<file path="src/hdl/cmt_pkg.sv">
package cmt_pkg;

    // Fixed-point and sizing constants
    localparam int FRAC_BITS   = 14;
    localparam int PHASE_W     = 10;
    localparam int QTR_W       = 8;
    localparam int TAB_DEPTH   = 1 << QTR_W;
    localparam int ROW_W       = 8;
    localparam int SEG_W       = 10;
    localparam int CFG_IDX_W   = 2;
    localparam int CFG_DATA_W  = 10;
    localparam int DIV_NUM_W   = 24;
    localparam int DIV_DEN_W   = 10;
    localparam int DIV_QUO_W   = 15;
    localparam int DIV_CNT_W   = 4;
    localparam int NUM_CAPS    = 8;

    localparam longint unsigned HALF_PI_Q30 = 64'd1686629713;
    localparam longint unsigned Q30_ONE     = 64'd1 << 30;

    // Taylor term denominators (2n)(2n+1) and (2n-1)(2n)
    localparam longint unsigned SIN_DEN [7] = '{6, 20, 42, 72, 110, 156, 210};
    localparam longint unsigned COS_DEN [7] = '{2, 12, 30, 56, 90, 132, 182};

    // Configuration register indexes
    localparam logic [CFG_IDX_W-1:0] REG_ROW_COUNT     = 2'd0;
    localparam logic [CFG_IDX_W-1:0] REG_SEGMENT_COUNT = 2'd1;

    // Surface codes
    typedef enum logic [1:0] {
        SURF_SIDE   = 2'd0,
        SURF_TOP    = 2'd1,
        SURF_BOTTOM = 2'd2
    } t_surface;

    typedef logic signed [15:0] t_fix;

    localparam t_fix VAL_ONE  = 16'sd16384;
    localparam t_fix VAL_HALF = 16'sd8192;

    // One finished cell: every distinct value the 18 vertices need
    typedef struct packed {
        logic err;
        t_fix lx;
        t_fix lz;
        t_fix rx;
        t_fix rz;
        t_fix nlx;
        t_fix nlz;
        t_fix nrx;
        t_fix nrz;
        t_fix ytop;
        t_fix ybot;
        t_fix tlx;
        t_fix tlz;
        t_fix trx;
        t_fix trz;
        t_fix blx;
        t_fix blz;
        t_fix brx;
        t_fix brz;
    } t_cell;

    // Front to queue write
    typedef struct packed {
        logic  wr;
        t_cell data;
    } t_cell_wr;

    typedef struct packed {
        logic signed [31:0] s;
        logic signed [31:0] c;
    } t_sc;

    typedef logic signed [31:0] t_trig_tab [TAB_DEPTH];

    // First-quadrant sine or cosine in Q30, built at elaboration
    function automatic t_trig_tab f_build_tab(input logic want_cos);
        t_trig_tab         tab;
        longint unsigned   r;
        longint unsigned   ts;
        longint unsigned   tc;
        longint            s;
        longint            c;
        for (int t = 0; t < TAB_DEPTH; t++) begin
            r  = (64'(t) * HALF_PI_Q30) >> QTR_W;
            ts = r;
            tc = Q30_ONE;
            s  = longint'(r);
            c  = longint'(Q30_ONE);
            for (int n = 0; n < 7; n++) begin
                ts = ((((ts * r) >> 30) * r) >> 30) / SIN_DEN[n];
                tc = ((((tc * r) >> 30) * r) >> 30) / COS_DEN[n];
                if ((n & 1) == 0) begin
                    s = s - longint'(ts);
                    c = c - longint'(tc);
                end else begin
                    s = s + longint'(ts);
                    c = c + longint'(tc);
                end
            end
            if (s > longint'(Q30_ONE)) s = longint'(Q30_ONE);
            if (s < -longint'(Q30_ONE)) s = -longint'(Q30_ONE);
            if (c > longint'(Q30_ONE)) c = longint'(Q30_ONE);
            if (c < -longint'(Q30_ONE)) c = -longint'(Q30_ONE);
            tab[t] = want_cos ? 32'(c) : 32'(s);
        end
        return tab;
    endfunction

    localparam t_trig_tab SIN_TAB = f_build_tab(1'b0);
    localparam t_trig_tab COS_TAB = f_build_tab(1'b1);

    // Full-circle sine/cosine by quadrant folding
    function automatic t_sc f_sincos(input logic [PHASE_W-1:0] p);
        t_sc                res;
        logic signed [31:0] s0;
        logic signed [31:0] c0;
        s0 = SIN_TAB[p[QTR_W-1:0]];
        c0 = COS_TAB[p[QTR_W-1:0]];
        case (p[PHASE_W-1:QTR_W])
            2'd0: begin
                res.s = s0;
                res.c = c0;
            end
            2'd1: begin
                res.s = c0;
                res.c = -s0;
            end
            2'd2: begin
                res.s = -s0;
                res.c = -c0;
            end
            default: begin
                res.s = -c0;
                res.c = s0;
            end
        endcase
        return res;
    endfunction

endpackage

</file>
<file path="src/hdl/cmt_fifo.sv">
module cmt_fifo
    import cmt_pkg::*;
(
    input  logic     i_clk,
    input  logic     i_rst_n,
    input  t_cell_wr i_wr,
    output logic     o_full,
    input  logic     i_rd,
    output t_cell    o_rdata,
    output logic     o_empty
);

    // Two-entry queue of finished cells
    t_cell      r_mem [2];
    logic       r_wp;
    logic       r_rp;
    logic [1:0] r_cnt;

    assign o_full  = (r_cnt == 2'd2);
    assign o_empty = (r_cnt == 2'd0);
    assign o_rdata = r_mem[r_rp];

    always_ff @(posedge i_clk) begin
        if (!i_rst_n) begin
            r_wp  <= 1'b0;
            r_rp  <= 1'b0;
            r_cnt <= 2'd0;
        end else begin
            if (i_wr.wr) r_wp <= ~r_wp;
            if (i_rd) r_rp <= ~r_rp;
            case ({i_wr.wr, i_rd})
                2'b10:   r_cnt <= r_cnt + 2'd1;
                2'b01:   r_cnt <= r_cnt - 2'd1;
                default: r_cnt <= r_cnt;
            endcase
        end
    end

    always_ff @(posedge i_clk) begin
        if (i_wr.wr) r_mem[r_wp] <= i_wr.data;
    end

endmodule

</file>
<file path="config.mk">
export PLATFORM = sky130hd
export DESIGN_NAME = cmt_fifo
export DESIGN_NICKNAME = d
export VERILOG_FILES = /design/src/hdl/cmt_pkg.sv /design/src/hdl/cmt_fifo.sv
export SDC_FILE = /design/constraint.sdc
export NUM_CORES = 1
export LEC_CHECK = 0
export BUFFER_PORTS_ARGS = -buffer_cell sky130_fd_sc_hd__buf_2
export CAP_MARGIN = 25
export CORE_ASPECT_RATIO = 2
export CORE_MARGIN = 10
export CORE_UTILIZATION = 47
export CTS_CLUSTER_DIAMETER = 80
export CTS_CLUSTER_SIZE = 28
export DETAILED_ROUTE_END_ITERATION = 8
export GPL_TIMING_DRIVEN = 0
export PLACE_DENSITY = 0.75
export SLEW_MARGIN = 20
export SYNTH_ARGS = -nofsm -noshare
export SYNTH_HDL_FRONTEND = slang
export SYNTH_SLANG_ARGS = --single-unit
</file>
<file path="constraint.sdc">
create_clock -name i_clk -period 13.8 [get_ports i_clk]
set_input_delay 0.69 -clock i_clk [delete_from_list [all_inputs] [get_ports i_clk]]
set_output_delay 0.69 -clock i_clk [all_outputs]
set_load 0.05 [all_outputs]
</file>
== Yosys cells after proc, flatten, opt, wreduce, memory -nomap -nowiden ==
Memories as Yosys holds them, arrays and structs flattened. A register that Yosys moved wholly into a read port is not among the register bits.
Index checks and enable logic that the tools add are counted.
Storage, ports and cells
  register bits: 4
  RAM bits: 578
  bits of input ports: 293
  output and inout bits: 291
  word-level logic and storage cells: 18
  memories: 1
Memory list
  r_mem: words 2, bits a word 289, read ports 1, clocked after Yosys merged registers in 1, write ports 1, RTL line cmt_fifo.sv:14  | t_cell r_mem [2];
Cells by class
  add/sub/neg operators: 2
  equal/unequal tests: 3
  multiplexer cells: 5
  bitwise gates (word level): 2
  reduce and logical (&&, ||, !) cells: 2
Operators with widths (number)
  equality test 2 bit (second input constant): 2
  2-to-1 mux 1 bit: 4
  one-hot mux 2 bit (2 select lines): 1
  adder 2 x 1 -> 2 bit (second input constant): 1
  equality test 2 x 1 -> 1 bit (second input constant): 1
  logical NOT 2 bit: 1
  inverter 1 bit: 2
  nonzero test 2 bit: 1
  subtractor 2 x 1 -> 2 bit (second input constant): 1

== Logic depth before layout (Yosys ltp) ==
  word-level depth: 3
  mapped depth: 5
  gate-level depth less buffers: 5

== Worst setup path after synthesis ==
Ideal clock, no wire load.
  kind: input to register
  from: in i_wr[289] (netlist name)
  to: reg r_wp
  library setup time: 115 ps
  data arrival time: 13777 ps
  data required time: 13685 ps
  setup slack: -92 ps
  stages: 3
  buffers on the path: 0
  path through: inv_1 nor2_1 o21a_1
RTL lines
  start, declared: RTL line cmt_fifo.sv:6  | input t_cell_wr i_wr,
  end signal, assigned: RTL line cmt_fifo.sv:29  | if (i_wr.wr) r_wp <= ~r_wp;
  end, declared: RTL line cmt_fifo.sv:15  | logic r_wp;

==> flow_summary.json <==
{
  "status": "finished clean",
  "hp-class": "in -> reg",
  "cts_root_buf": "clkbuf_16",
  "die_area_um2": 56100,
  "worstMarginPinSlew_ns": 0.766,
  "cp.required_ns": 13.11,
  "syn_nets": 1215,
  "finalCritPeriodShare_pct": 20.6,
  "dr.pass1.iters": 5,
  "slew_viol_final": 0,
  "cp_common_cell": "buf_2",
  "reg2reg_slack_ns": 11.42,
  "ys_types": 18,
  "syn_to_final_growth_pct": 22.1,
  "grt_usage_pct": 18.3,
  "skew_ns": 0.0133,
  "cts.clk_slew.worst_paths_ns": 0.11,
  "placedCellCount": 2143,
  "start_util_pct": 47.6,
  "synth_area_um2": 21900,
  "postCtsSetupRepairBufs": 0,
  "synthCells": 921,
  "cpPeakStageDelay_ns": 0.43,
  "rsz0062_at_grt": "false",
  "setup_viol": 0,
  "wl_per_cell_um": 24.4,
  "io_pins": 584,
  "coreArea_um2": 46000,
  "critPathArrivalTime_ns": 2.16,
  "antenna_left": 0,
  "drt_iter0_markers": 614,
  "hpwlAfterDp_mm": 41.5,
  "finish.utilization_pct": 58.2,
  "grt_max_degree": 56,
  "path_depth": 4,
  "portBuffers": 583,
  "min_period_ns": 2.85,
  "ctsHoldBuffers": 0,
  "power_mw": 3.65,
  "path_delay_family": "buffers and inverters",
  "core.rowCount": 111,
  "start_kind": "register",
  "grt_pass1_vias": 12100,
  "cts-buffers-inserted": 24,
  "die_x_um": 173,
  "ys_ff_latch": 583,
  "drive_above_1_share_pct": 61.0,
  "slew_headroom_pct": 49.0,
  "postCtsResizedCells": 0,
  "hold_start": "i_wr[81]",
  "regArea_um2": 17500,
  "grt-ovfl-total": 0,
  "drc": 0,
  "criticalPathCategory": "reg -> out",
  "powerDensity_nw_per_um2": 137,
  "r2r_cells": 7,
  "cts_tree": "built",
  "fillCellCount": 3371,
  "cp_max_fo": 10,
  "postSynthAreaPerCell_um2": 23.8,
  "peakVddDrop_v": 0.000165,
  "gp_congestion": 0.810,
  "r2r_start": "r_wp",
  "whs_endpoint": "r_mem[1][81]",
  "htreeDepth": 1,
  "fin_tns_setup_ns": 0,
  "fmax_mhz": 351,
  "crit_path_cell_trace": "buf_6, buf_2, mux2_2, buf_2",
  "fp.dieH_um": 325,
  "power.leakage_nw": 10.3,
  "clock-sinks": 583,
  "antenna_found_initial": 27,
  "hold_depth": 1,
  "stdcell_count": 2191,
  "num_vias": 10900,
  "hold_violations": 0,
  "drt_wl_total_mm": 53.4,
  "r2r_end": "r_mem[0][252]",
  "nNetsFinal": 1842,
  "ys_warn_count": 0,
  "cp_slowest_cell": "mux2_2",
  "multiInputGateArea_um2": 4130,
  "cp.buffers_inverters": 3,
  "drt-vias-per-instance": 4.98,
  "maxCapViolCount": 0,
  "clk_path_buf_depth": 3,
  "cp-end-kind": "primary output",
  "grt_pass1_wl_mm": 77.8,
  "ys_seq_area_share_pct": 79.7,
  "clock_latency_ns": 0.58
}
-- power breakdown --
group,switching [mW],internal [mW]
logic,0.515,0.244
clock network,0.489,0.337
registers,0.0221,2.04
-- state kept, by name (all words and copies together), names as in the netlist, named ones only --
register  flops
r_cnt         2
r_mem       578
r_rp          1
r_wp          1
-- cell usage in the layout (no fill, tap or decap), types with 2 or more instances in the layout --
| cell | instances |
|---|---|
| diode_2 | 12 |
| clkbuf_16 | 25 |
| buf_2 | 590 |
| clkbuf_1 | 10 |
| dfxtp_1 | 5 |
| and2_1 | 3 |
| buf_16 | 11 |
| buf_12 | 7 |
| xnor2_1 | 2 |
| mux2_4 | 200 |
| mux2_2 | 89 |
| buf_6 | 25 |
| edfxtp_1 | 578 |
-- final cells by class --
class / instances / share of cell area (%)
Clock inverter: 1 / 0.0281
Multi-Input combinational cell: 305 / 15.4
Antenna cell: 12 / 0.112
Clock buffer: 35 / 2.48
Buffer: 32 / 1.18
Timing Repair Buffer: 601 / 12.6
Sequential cell: 583 / 65.3
Tap cell: 621 / 2.91
Inverter: 1 / 0.0140
-- cells in the mapped netlist --
cell	instances	share of area, %
or3_1	1	0.029
buf_2	7	0.16
inv_1	1	0.017
xnor2_1	2	0.080
o21a_1	1	0.034
nor2b_1	1	0.029
a21boi_1	1	0.034
dfxtp_1	5	0.46
o21ai_0	1	0.023
nor2_1	2	0.034
xor2_1	1	0.040
and2_1	4	0.11
mux2_2	89	4.6
mux2_4	200	14
ha_1	1	0.057
edfxtp_1	578	79
and2b_1	1	0.034
buf_6	25	1.3
-- metal layers --
layer	track usage, %	vias up	wire length (um)
li1	-	4916	-
met1	18.5	5369	17700
met2	33.7	510	28900
met3	6.36	103	4880
met4	6.61	22	1720
met5	0	-	126
-- worst register-to-register path: stages, from the launching register on --
cell	delay (ns)
dfxtp_1	0.36
nor2_4	0.52
buf_16	0.25
buf_16	0.18
buf_12	0.21
buf_16	0.19
buf_16	0.20
buf_16	0.19
-- kinds of logic (layout without fill, tap and decap cells) --
| kind of cell | after synthesis | count (layout) | synth area share [%] |
|---|---|---|---|
| buffers and inverters | 33 | 670 | 1.46 |
| AND/OR/NAND/NOR | 9 | 9 | 0.240 |
| AO/OA/AOI/OAI | 3 | 3 | 0.0914 |
| multiplexers | 289 | 289 | 18.3 |
| other | 0 | 12 | 0 |
| XOR/XNOR | 3 | 3 | 0.120 |
| flip-flops | 583 | 583 | 79.7 |
| adder cells (fa/ha/maj) | 1 | 1 | 0.0571 |
-- worst max-delay path by stage --
| stage | start | endpoint | slack, ns |
|---|---|---|---|
| 3_5_place_dp | i_wr[289] | r_mem[0][250] | 10.86 |
| 4_1_cts | register | o_rdata[4] | 10.84 |
| 2_1_floorplan | i_wr[289] | r_mem[0][0] | 5.06 |
| 3_3_place_gp | i_wr[289] | r_mem[0][209] | 1.17 |
| 5_1_grt | register | o_rdata[204] | 10.85 |
| 6_report | register | o_rdata[4] | 10.95 |
-- stage by stage --
stage | hold slack, ns | setup WS (ns) | area [um2]
after floorplan | 0.466 | 5.06 | 21900
after global placement | 0.484 | 1.17 | 25600
after detailed placement | 0.494 | 10.86 | 26000
after CTS | 0.252 | 10.84 | 26700
after global routing | 0.260 | 10.85 | 26700
final | 0.290 | 10.95 | 26700
No activity file was read; power rests on OpenSTA's default activity.
