--- config.mk ---
export PLATFORM = sky130hd
export DESIGN_NAME = cmt_back
export DESIGN_NICKNAME = d
export VERILOG_FILES = /design/src/hdl/cmt_pkg.sv /design/src/hdl/cmt_back.sv
export SDC_FILE = /design/constraint.sdc
export NUM_CORES = 1
export LEC_CHECK = 0
export BUFFER_PORTS_ARGS = -buffer_cell sky130_fd_sc_hd__buf_2
export CAP_MARGIN = 25
export CORE_AREA = 2 2 153 155
export DETAILED_ROUTE_END_ITERATION = 10
export DIE_AREA = 0 0 155 157
export SYNTH_ARGS = -nofsm -noshare
export SYNTH_HDL_FRONTEND = slang
export SYNTH_SLANG_ARGS = --single-unit
--- constraint.sdc ---
create_clock -name i_clk -period 3.1 [get_ports i_clk]
set_clock_uncertainty 0.1 [all_clocks]
set_input_delay 0.155 -clock i_clk [delete_from_list [all_inputs] [get_ports i_clk]]
set_output_delay 0.155 -clock i_clk [all_outputs]
set_load 0.005 [all_outputs]
--- src/hdl/cmt_pkg.sv ---
package cmt_pkg;

    // Fixed-point and sizing constants
    localparam int FRAC_BITS   = 14;
    localparam int PHASE_W     = 10;
    localparam int QTR_W       = 8;
    localparam int TAB_DEPTH   = 1 << QTR_W;
    localparam int ROW_W       = 8;
    localparam int SEG_W       = 10;
    localparam int CFG_IDX_W   = 2;
    localparam int CFG_DATA_W  = 10;
    localparam int DIV_NUM_W   = 24;
    localparam int DIV_DEN_W   = 10;
    localparam int DIV_QUO_W   = 15;
    localparam int DIV_CNT_W   = 4;
    localparam int NUM_CAPS    = 8;

    localparam longint unsigned HALF_PI_Q30 = 64'd1686629713;
    localparam longint unsigned Q30_ONE     = 64'd1 << 30;

    // Taylor term denominators (2n)(2n+1) and (2n-1)(2n)
    localparam longint unsigned SIN_DEN [7] = '{6, 20, 42, 72, 110, 156, 210};
    localparam longint unsigned COS_DEN [7] = '{2, 12, 30, 56, 90, 132, 182};

    // Configuration register indexes
    localparam logic [CFG_IDX_W-1:0] REG_ROW_COUNT     = 2'd0;
    localparam logic [CFG_IDX_W-1:0] REG_SEGMENT_COUNT = 2'd1;

    // Surface codes
    typedef enum logic [1:0] {
        SURF_SIDE   = 2'd0,
        SURF_TOP    = 2'd1,
        SURF_BOTTOM = 2'd2
    } t_surface;

    typedef logic signed [15:0] t_fix;

    localparam t_fix VAL_ONE  = 16'sd16384;
    localparam t_fix VAL_HALF = 16'sd8192;

    // One finished cell: every distinct value the 18 vertices need
    typedef struct packed {
        logic err;
        t_fix lx;
        t_fix lz;
        t_fix rx;
        t_fix rz;
        t_fix nlx;
        t_fix nlz;
        t_fix nrx;
        t_fix nrz;
        t_fix ytop;
        t_fix ybot;
        t_fix tlx;
        t_fix tlz;
        t_fix trx;
        t_fix trz;
        t_fix blx;
        t_fix blz;
        t_fix brx;
        t_fix brz;
    } t_cell;

    // Front to queue write
    typedef struct packed {
        logic  wr;
        t_cell data;
    } t_cell_wr;

    typedef struct packed {
        logic signed [31:0] s;
        logic signed [31:0] c;
    } t_sc;

    typedef logic signed [31:0] t_trig_tab [TAB_DEPTH];

    // First-quadrant sine or cosine in Q30, built at elaboration
    function automatic t_trig_tab f_build_tab(input logic want_cos);
        t_trig_tab         tab;
        longint unsigned   r;
        longint unsigned   ts;
        longint unsigned   tc;
        longint            s;
        longint            c;
        for (int t = 0; t < TAB_DEPTH; t++) begin
            r  = (64'(t) * HALF_PI_Q30) >> QTR_W;
            ts = r;
            tc = Q30_ONE;
            s  = longint'(r);
            c  = longint'(Q30_ONE);
            for (int n = 0; n < 7; n++) begin
                ts = ((((ts * r) >> 30) * r) >> 30) / SIN_DEN[n];
                tc = ((((tc * r) >> 30) * r) >> 30) / COS_DEN[n];
                if ((n & 1) == 0) begin
                    s = s - longint'(ts);
                    c = c - longint'(tc);
                end else begin
                    s = s + longint'(ts);
                    c = c + longint'(tc);
                end
            end
            if (s > longint'(Q30_ONE)) s = longint'(Q30_ONE);
            if (s < -longint'(Q30_ONE)) s = -longint'(Q30_ONE);
            if (c > longint'(Q30_ONE)) c = longint'(Q30_ONE);
            if (c < -longint'(Q30_ONE)) c = -longint'(Q30_ONE);
            tab[t] = want_cos ? 32'(c) : 32'(s);
        end
        return tab;
    endfunction

    localparam t_trig_tab SIN_TAB = f_build_tab(1'b0);
    localparam t_trig_tab COS_TAB = f_build_tab(1'b1);

    // Full-circle sine/cosine by quadrant folding
    function automatic t_sc f_sincos(input logic [PHASE_W-1:0] p);
        t_sc                res;
        logic signed [31:0] s0;
        logic signed [31:0] c0;
        s0 = SIN_TAB[p[QTR_W-1:0]];
        c0 = COS_TAB[p[QTR_W-1:0]];
        case (p[PHASE_W-1:QTR_W])
            2'd0: begin
                res.s = s0;
                res.c = c0;
            end
            2'd1: begin
                res.s = c0;
                res.c = -s0;
            end
            2'd2: begin
                res.s = -s0;
                res.c = -c0;
            end
            default: begin
                res.s = -c0;
                res.c = s0;
            end
        endcase
        return res;
    endfunction

endpackage

--- src/hdl/cmt_back.sv ---
module cmt_back
    import cmt_pkg::*;
(
    input  logic        i_clk,
    input  logic        i_rst_n,
    input  t_cell       i_cell,
    input  logic        i_empty,
    output logic        o_pop,
    output logic        o_strobe,
    output logic [1:0]  o_surface,
    output logic [15:0] o_pos_x,
    output logic [15:0] o_pos_y,
    output logic [15:0] o_pos_z,
    output logic [15:0] o_norm_x,
    output logic [15:0] o_norm_y,
    output logic [15:0] o_norm_z,
    output logic        o_index_error,
    output logic        o_last
);

    t_surface   r_piece;
    logic [2:0] r_corner;
    logic       r_strobe, r_err, r_last;
    t_surface   r_surf;
    t_fix       r_px, r_py, r_pz, r_nx, r_ny, r_nz;

    logic is_right, is_bot, piece_end, cell_end;
    t_fix n_px, n_py, n_pz, n_nx, n_ny, n_nz;
    t_fix cap_x, cap_z;

    // Corner order in each piece: TL BL TR TR BL BR (left and right swapped in the bottom piece)
    assign is_bot    = (r_corner == 3'd1) || (r_corner == 3'd4) || (r_corner == 3'd5);
    assign piece_end = (r_corner == 3'd5);
    assign cell_end  = i_cell.err || (piece_end && (r_piece == SURF_BOTTOM));
    assign o_pop     = !i_empty && cell_end;

    always_comb begin
        is_right = (r_corner == 3'd2) || (r_corner == 3'd3) || (r_corner == 3'd5);
        if (r_piece == SURF_BOTTOM) is_right = !is_right;
        case ({is_bot, is_right})
            2'b00:   begin cap_x = i_cell.tlx; cap_z = i_cell.tlz; end
            2'b01:   begin cap_x = i_cell.trx; cap_z = i_cell.trz; end
            2'b10:   begin cap_x = i_cell.blx; cap_z = i_cell.blz; end
            default: begin cap_x = i_cell.brx; cap_z = i_cell.brz; end
        endcase
        case (r_piece)
            SURF_SIDE: begin
                n_px = is_right ? i_cell.rx : i_cell.lx;
                n_pz = is_right ? i_cell.rz : i_cell.lz;
                n_py = is_bot ? i_cell.ybot : i_cell.ytop;
                n_nx = is_right ? i_cell.nrx : i_cell.nlx;
                n_nz = is_right ? i_cell.nrz : i_cell.nlz;
                n_ny = '0;
            end
            SURF_TOP: begin
                n_px = cap_x;
                n_pz = cap_z;
                n_py = VAL_HALF;
                n_nx = '0;
                n_nz = '0;
                n_ny = VAL_ONE;
            end
            default: begin
                n_px = cap_x;
                n_pz = cap_z;
                n_py = -VAL_HALF;
                n_nx = '0;
                n_nz = '0;
                n_ny = -VAL_ONE;
            end
        endcase
    end

    // Vertex sequencer and output register
    always_ff @(posedge i_clk) begin
        if (!i_rst_n) begin
            r_piece  <= SURF_SIDE;
            r_corner <= 3'd0;
            r_strobe <= 1'b0;
        end else begin
            r_strobe <= !i_empty;
            if (!i_empty) begin
                if (cell_end) begin
                    r_piece  <= SURF_SIDE;
                    r_corner <= 3'd0;
                end else if (piece_end) begin
                    r_corner <= 3'd0;
                    r_piece  <= (r_piece == SURF_SIDE) ? SURF_TOP : SURF_BOTTOM;
                end else begin
                    r_corner <= r_corner + 3'd1;
                end
            end
        end
    end

    always_ff @(posedge i_clk) begin
        r_err  <= i_cell.err;
        r_last <= cell_end;
        r_surf <= i_cell.err ? SURF_SIDE : r_piece;
        r_px   <= i_cell.err ? '0 : n_px;
        r_py   <= i_cell.err ? '0 : n_py;
        r_pz   <= i_cell.err ? '0 : n_pz;
        r_nx   <= i_cell.err ? '0 : n_nx;
        r_ny   <= i_cell.err ? '0 : n_ny;
        r_nz   <= i_cell.err ? '0 : n_nz;
    end

    assign o_strobe      = r_strobe;
    assign o_surface     = r_surf;
    assign o_pos_x       = r_px;
    assign o_pos_y       = r_py;
    assign o_pos_z       = r_pz;
    assign o_norm_x      = r_nx;
    assign o_norm_y      = r_ny;
    assign o_norm_z      = r_nz;
    assign o_index_error = r_err;
    assign o_last        = r_last;

`ifndef ASSERT_OFF
    // An error result is a single, final result
    a_err_last: assert property (@(posedge i_clk) disable iff (!i_rst_n)
        o_strobe && o_index_error |-> o_last)
        else $error("error result not last");
    // A new cell only starts after the previous one ended
    a_new_cell: assert property (@(posedge i_clk) disable iff (!i_rst_n)
        o_strobe && $past(o_strobe) && (o_surface == SURF_SIDE)
        && ($past(o_surface) == SURF_BOTTOM) |-> $past(o_last))
        else $error("cell cut short");
    // The sequencer stays parked at the first corner while the queue is empty
    a_park: assert property (@(posedge i_clk) disable iff (!i_rst_n)
        i_empty |=> $stable(r_corner) && $stable(r_piece))
        else $error("sequencer moved without a cell");
`endif

endmodule

======== Word level (Yosys, flattened, before mapping) ========
Index checks and enable logic that the tools add are counted.
storage, ports and cells
  bits in registers ....................... 106
  bits in latches ......................... 0
  memory bits (writable) .................. 0
  memory bits (read-only) ................. 0
  bits of input ports ..................... 292
  output and inout port bits .............. 102
  word-level logic and storage cells ...... 55
  memories ................................ 0
cells by class
  add/sub/neg operators ................... 1
  $mul .................................... 0
  div/mod/pow operators ................... 0
  magnitude comparators ................... 0
  equality and inequality tests ........... 9
  shift-type cells ........................ 0
  mux-type cells .......................... 17
  bitwise operators ....................... 2
  reduce and logical (&&, ||, !) cells .... 14
operators by type and width
  cell                                                 number
  two-way mux 16 bit                                   7
  one-hot mux 16 bit (3 select lines)                  2
  one-hot mux 16 bit (2 select lines)                  2
  equality test 3 x 2 -> 1 bit, second input constant  2
  equality test 3 bit, second input constant           2
  two-way mux 2 bit                                    3
  two-way mux 3 bit                                    2
  logical OR 1 bit                                     5
  equality test 2 x 1 -> 1 bit, second input constant  2
  equality test 2 bit, second input constant           2
  zero test 2 bit                                      2
  adder 3 x 1 -> 3 bit, second input constant          1
  equality test 3 x 1 -> 1 bit, second input constant  1
  logical AND 1 bit                                    2
  zero test 1 bit                                      2
  inverter 1 bit                                       2
  AND reduction 2 bit                                  1
  nonzero test 2 bit                                   1
  OR reduction 2 bit                                   1
  two-way mux 1 bit                                    1

======== Depth between registers and ports, before layout ========
  depth in word-level cells ............... 8
  depth in mapped cells ................... 11

======== Worst setup path after synthesis ========
OpenSTA, ideal clock, no wires.
  path type ............................... register to register
  start ................................... register r_corner[0]
  end ..................................... register r_px[0] (netlist: o_pos_x[0])
  library setup time ...................... 0.120 ns
  data arrival time ....................... 2.065 ns
  path slack .............................. 0.815 ns
  stages on the path, launching flop included .. 11
  cell sequence ........................... dfxtp_1 > buf_2 > and2_1 > ha_1 > inv_1 > a31oi_4 > nor2_2 > buf_6 > buf_2 > mux2i_1 > a211o_1
between the ends
  longest elaborated chain between the ends .. 8
  elaborated cells between the ends (all ways) .. 17
  classes of those cells .................. eq/ne: 7; mux: 4; reduce/logical: 6
RTL lines
  what                                         RTL line         source
  start, declared                              cmt_back.sv:22   logic [2:0] r_corner;
  start signal, assigned                       cmt_back.sv:90   r_corner <= r_corner + 3'd1;
  equality test 3 x 2 -> 1 bit                 cmt_back.sv:38   is_right = (r_corner == 3'd2) || (r_corner == 3'd3) || (r_corner == 3'd5);
  logical OR 1 bit (2 in series)               cmt_back.sv:38
  zero test 1 bit                              cmt_back.sv:39   if (r_piece == SURF_BOTTOM) is_right = !is_right;
  two-way mux 1 bit                            cmt_back.sv:39
  equality test 2 bit (tied with other cells)  cmt_back.sv:40   case ({is_bot, is_right})
  one-hot mux 16 bit (3 select lines)          cmt_back.sv:40
  two-way mux 16 bit *                         cmt_back.sv:46   case (r_piece)
  end signal, assigned                         cmt_back.sv:100  r_px <= i_cell.err ? '0 : n_px;
  end, declared                                cmt_back.sv:25   t_fix r_px, r_py, r_pz, r_nx, r_ny, r_nz;
Mark *: on every way between the ends. The rest lies on a longest branch, timed or not.
A chain may end at the register's enable or synchronous reset.

======== Final worst setup path ========
  start ................................... register r_corner[0]
  end ..................................... register r_nz[10] (netlist: o_norm_z[10])
between the ends
  longest elaborated chain between the ends .. 6
  elaborated cells between the ends (all ways) .. 8
  classes of those cells .................. eq/ne: 3; mux: 2; reduce/logical: 3
RTL lines
  what                          RTL line         source
  equality test 3 x 2 -> 1 bit  cmt_back.sv:38
  logical OR 1 bit              cmt_back.sv:38
  logical OR 1 bit *            cmt_back.sv:38
  zero test 1 bit               cmt_back.sv:39
  two-way mux 1 bit *           cmt_back.sv:39
  two-way mux 16 bit *          cmt_back.sv:52   n_nz = is_right ? i_cell.nrz : i_cell.nlz;
  end signal, assigned          cmt_back.sv:105  r_nz <= i_cell.err ? '0 : n_nz;
  end, declared                 cmt_back.sv:25
Marked as above.

==> summary.txt <==
status: finished, final reports clean
Slew @ Worst Pin: 0.836 ns
syn avg cell area: 8.12 um2
I/O Buffers: 379
synth top area cells: dfxtp_1, nand2_1, mux2_4
post-layout min period: 2.81 ns
Worst R2R Path Depth: 10
vias in the first global route: 5,954
io pins: 394
critical path required time: 3.22 ns
Synth warnings: 0
GRT Residual Overflow: 0
GRT Max-Usage Layer: met2
distinct cell type count after synthesis: 43
FP Rows: 55
Slew Limit Fails: 0
Worst Setup Start Kind: register
Final ANT Viol Nets: 0
Num CTS Buffers: 9
worst setup margin: 0.288 ns
Async SR Flop Fraction: 0%
Vias per Instance: 4.44
final hold vios: 0
die span in y: 157 um
placeable core area: 22,500 um2
setup repair bufs after CTS: 0
Post-layout nets: 1,353
pre-CTS setup slack: 0.509 ns
post-synthesis sequential area ratio: 37.2%
cell with the most instances after synthesis: nand2_1
Crit Path Class: reg2reg
Remaining DRCs: 0
Die X: 155 um
htree depth: 3
DRT Wirelength: 22,300 um
end point of the critical path: o_norm_z[10]
met3 usage: 4.24%
grt met2 use: 32.1%
Netlist Area Pre-Place: 4960 um2
ys flop type: dfxtp_1
TNS Setup: 0 ns
hold_ws: 0.0209 ns
Final HPWL DP: 15,900 um
maximum buffer depth of the clock tree: 2
final setup violation count: 0
routed via count: 5,995
worst flop-to-flop path startpoint: r_corner[0]
largest net degree at the start of global routing: 52
DR WL/cell: 16.5 um
CTS tree: yes
Worst Path Max Fanout: 32
Starting Density: 22.0%
RSZ-0062 raised after global routing: false
dominant cell type by area after synthesis: dfxtp_1
drt pass-1 iters: 4
PwrDens: 363 nW/um2
initial antenna violation count: 2
clk_lat worst skew: 0.34 ns
global-route wire length before repair: 31,800 um
total track usage: 17.1%
leakage: 4.20 nW
Num Clock Sinks: 92
Slew HR: 44.1%
# fillers: 2,313
number of flops mapped to enable cells by yosys: 0
Die ar.: 24,300 um2
worst reg2reg path endpoint: o_norm_z[10]
CP Capture Type: register
Setup crit start: r_corner[0]
P&R area growth vs syn: 68.7%
#FFs+latches synth: 92
Placer Congestion: 0.764
Max Cap Violations: 0
Final Cycle Share: 90.7%
Gate Count Post-Synth: 610
GRT met1 Usage: 18.7%
worst min-delay path class: in2reg
Tot Pwr: 3.03 mW
layout cells sized above 1: 42.3%
CTS clk-pin slew, worst paths: 0.07 ns
r2r setup slk: 0.29 ns
Peak supply drop: 0.264 mV
initial DRC count: 349
FMAX: 356 MHz
root buffer cell: clkbuf_16
synth cell count leaders: nand2_1, dfxtp_1, a21oi_1
Inserted Diodes: 0
post-synth top area share: 37.2%
Worst EP arrival: 2.93 ns
[layer usage]
| layer | vias up | share of wire, % |
|---|---|---|
| met1 | 2687 | 40 |
| li1 | 2968 | - |
| met2 | 297 | 51 |
| met5 | - | 0.14 |
| met4 | 4 | 2.4 |
| met3 | 39 | 7.0 |
[state kept, by name (all words and copies together), names as in the netlist]
signal         count
o_pos_x           16
o_surface          2
o_pos_z           16
o_last             1
r_corner           3
o_norm_z          16
o_norm_y           2
o_norm_x          16
o_strobe           1
r_piece            2
o_index_error      1
o_pos_y           16
[report_power, final]
part           internal, mW  leakage, nW  switching (mW)
clock network         0.634        0.147           0.517
registers              1.25        0.764          0.0205
logic                 0.365         3.29           0.247
[cell families (layout without fill, tap and decap cells)]
logic type	Yosys count	count (layout)	share of synthesized area, %
flops	92	92	37.2
other cells	1	14	0.0757
mux	66	66	16.5
compound gates	157	157	19.2
fa+ha+maj	1	1	0.252
buf+inv	70	512	7.30
simple gates	223	223	19.5
[what timing repair did]
item,in CTS,in global routing
resized for setup,0,1
hold endpoints to repair,54,0
setup endpoints to repair,0,1
hold buffers,98,0
[cell type report]
class	instances	area, um2	area share [%]
well taps	285	357	4.26
inverters	4	15.0	0.180
clock inverters	6	70.1	0.838
clock buffers	10	229	2.74
flip-flops and latches	92	1840	22.0
repair buffers	492	3020	36.1
multi-input cells	461	2830	33.9
[stage by stage]
stage / instance area [um2] / util, % / std cells
global route: 8360 / 37.2 / 1350
detailed placement: 7080 / 31.5 / 1236
floorplan: 5000 / - / 623
global placement: 7080 / 31.5 / 1236
finish: 8360 / 37.2 / 1350
CTS: 8360 / 37.1 / 1350
[worst min-delay path by stage]
| stage | from | end | cells after the start |
|---|---|---|---|
| floorplan | i_cell[288] | o_index_error | 0 |
| global placement | i_cell[167] | o_norm_z[7] | 3 |
| detailed placement | i_cell[160] | o_norm_z[0] | 3 |
| CTS | i_cell[195] | o_norm_z[3] | 3 |
| global route | i_cell[152] | o_pos_y[8] | 3 |
| finish | i_cell[152] | o_pos_y[8] | 3 |
[worst max-delay path, stage by stage, from the launching register on]
cell and delay, ns:
dfxtp_1 0.50, and2_1 0.21, ha_1 0.34, inv_1 0.14, nand4_1 0.14, buf_4 0.22, nand2_1 0.09, buf_6 0.19
nand2_1 0.09, a21oi_1 0.06, dlygate4sd3_1 0.60
[cell usage in the layout, fill, tap and decap left out, drive strengths merged]
cell type,count
a211o,31
a21boi,3
a21o,1
a21oi,78
a22o,1
a2bb2oi,1
a31oi,3
and2,1
and2b,1
and3b,1
buf,394
bufinv,1
clkbuf,10
clkinv,3
conb,14
dfxtp,92
dlygate4sd3,98
ha,1
inv,6
mux2,32
mux2i,34
nand2,163
nand2b,2
nand3,31
nand3b,1
nand4,1
nor2,6
nor2b,5
nor3,5
nor3b,1
nor4,2
nor4b,1
o21ai,36
o21ba,1
o21bai,1
o31ai,1
or3,1
or3b,1
No activity file was read; power rests on OpenSTA's default activity.
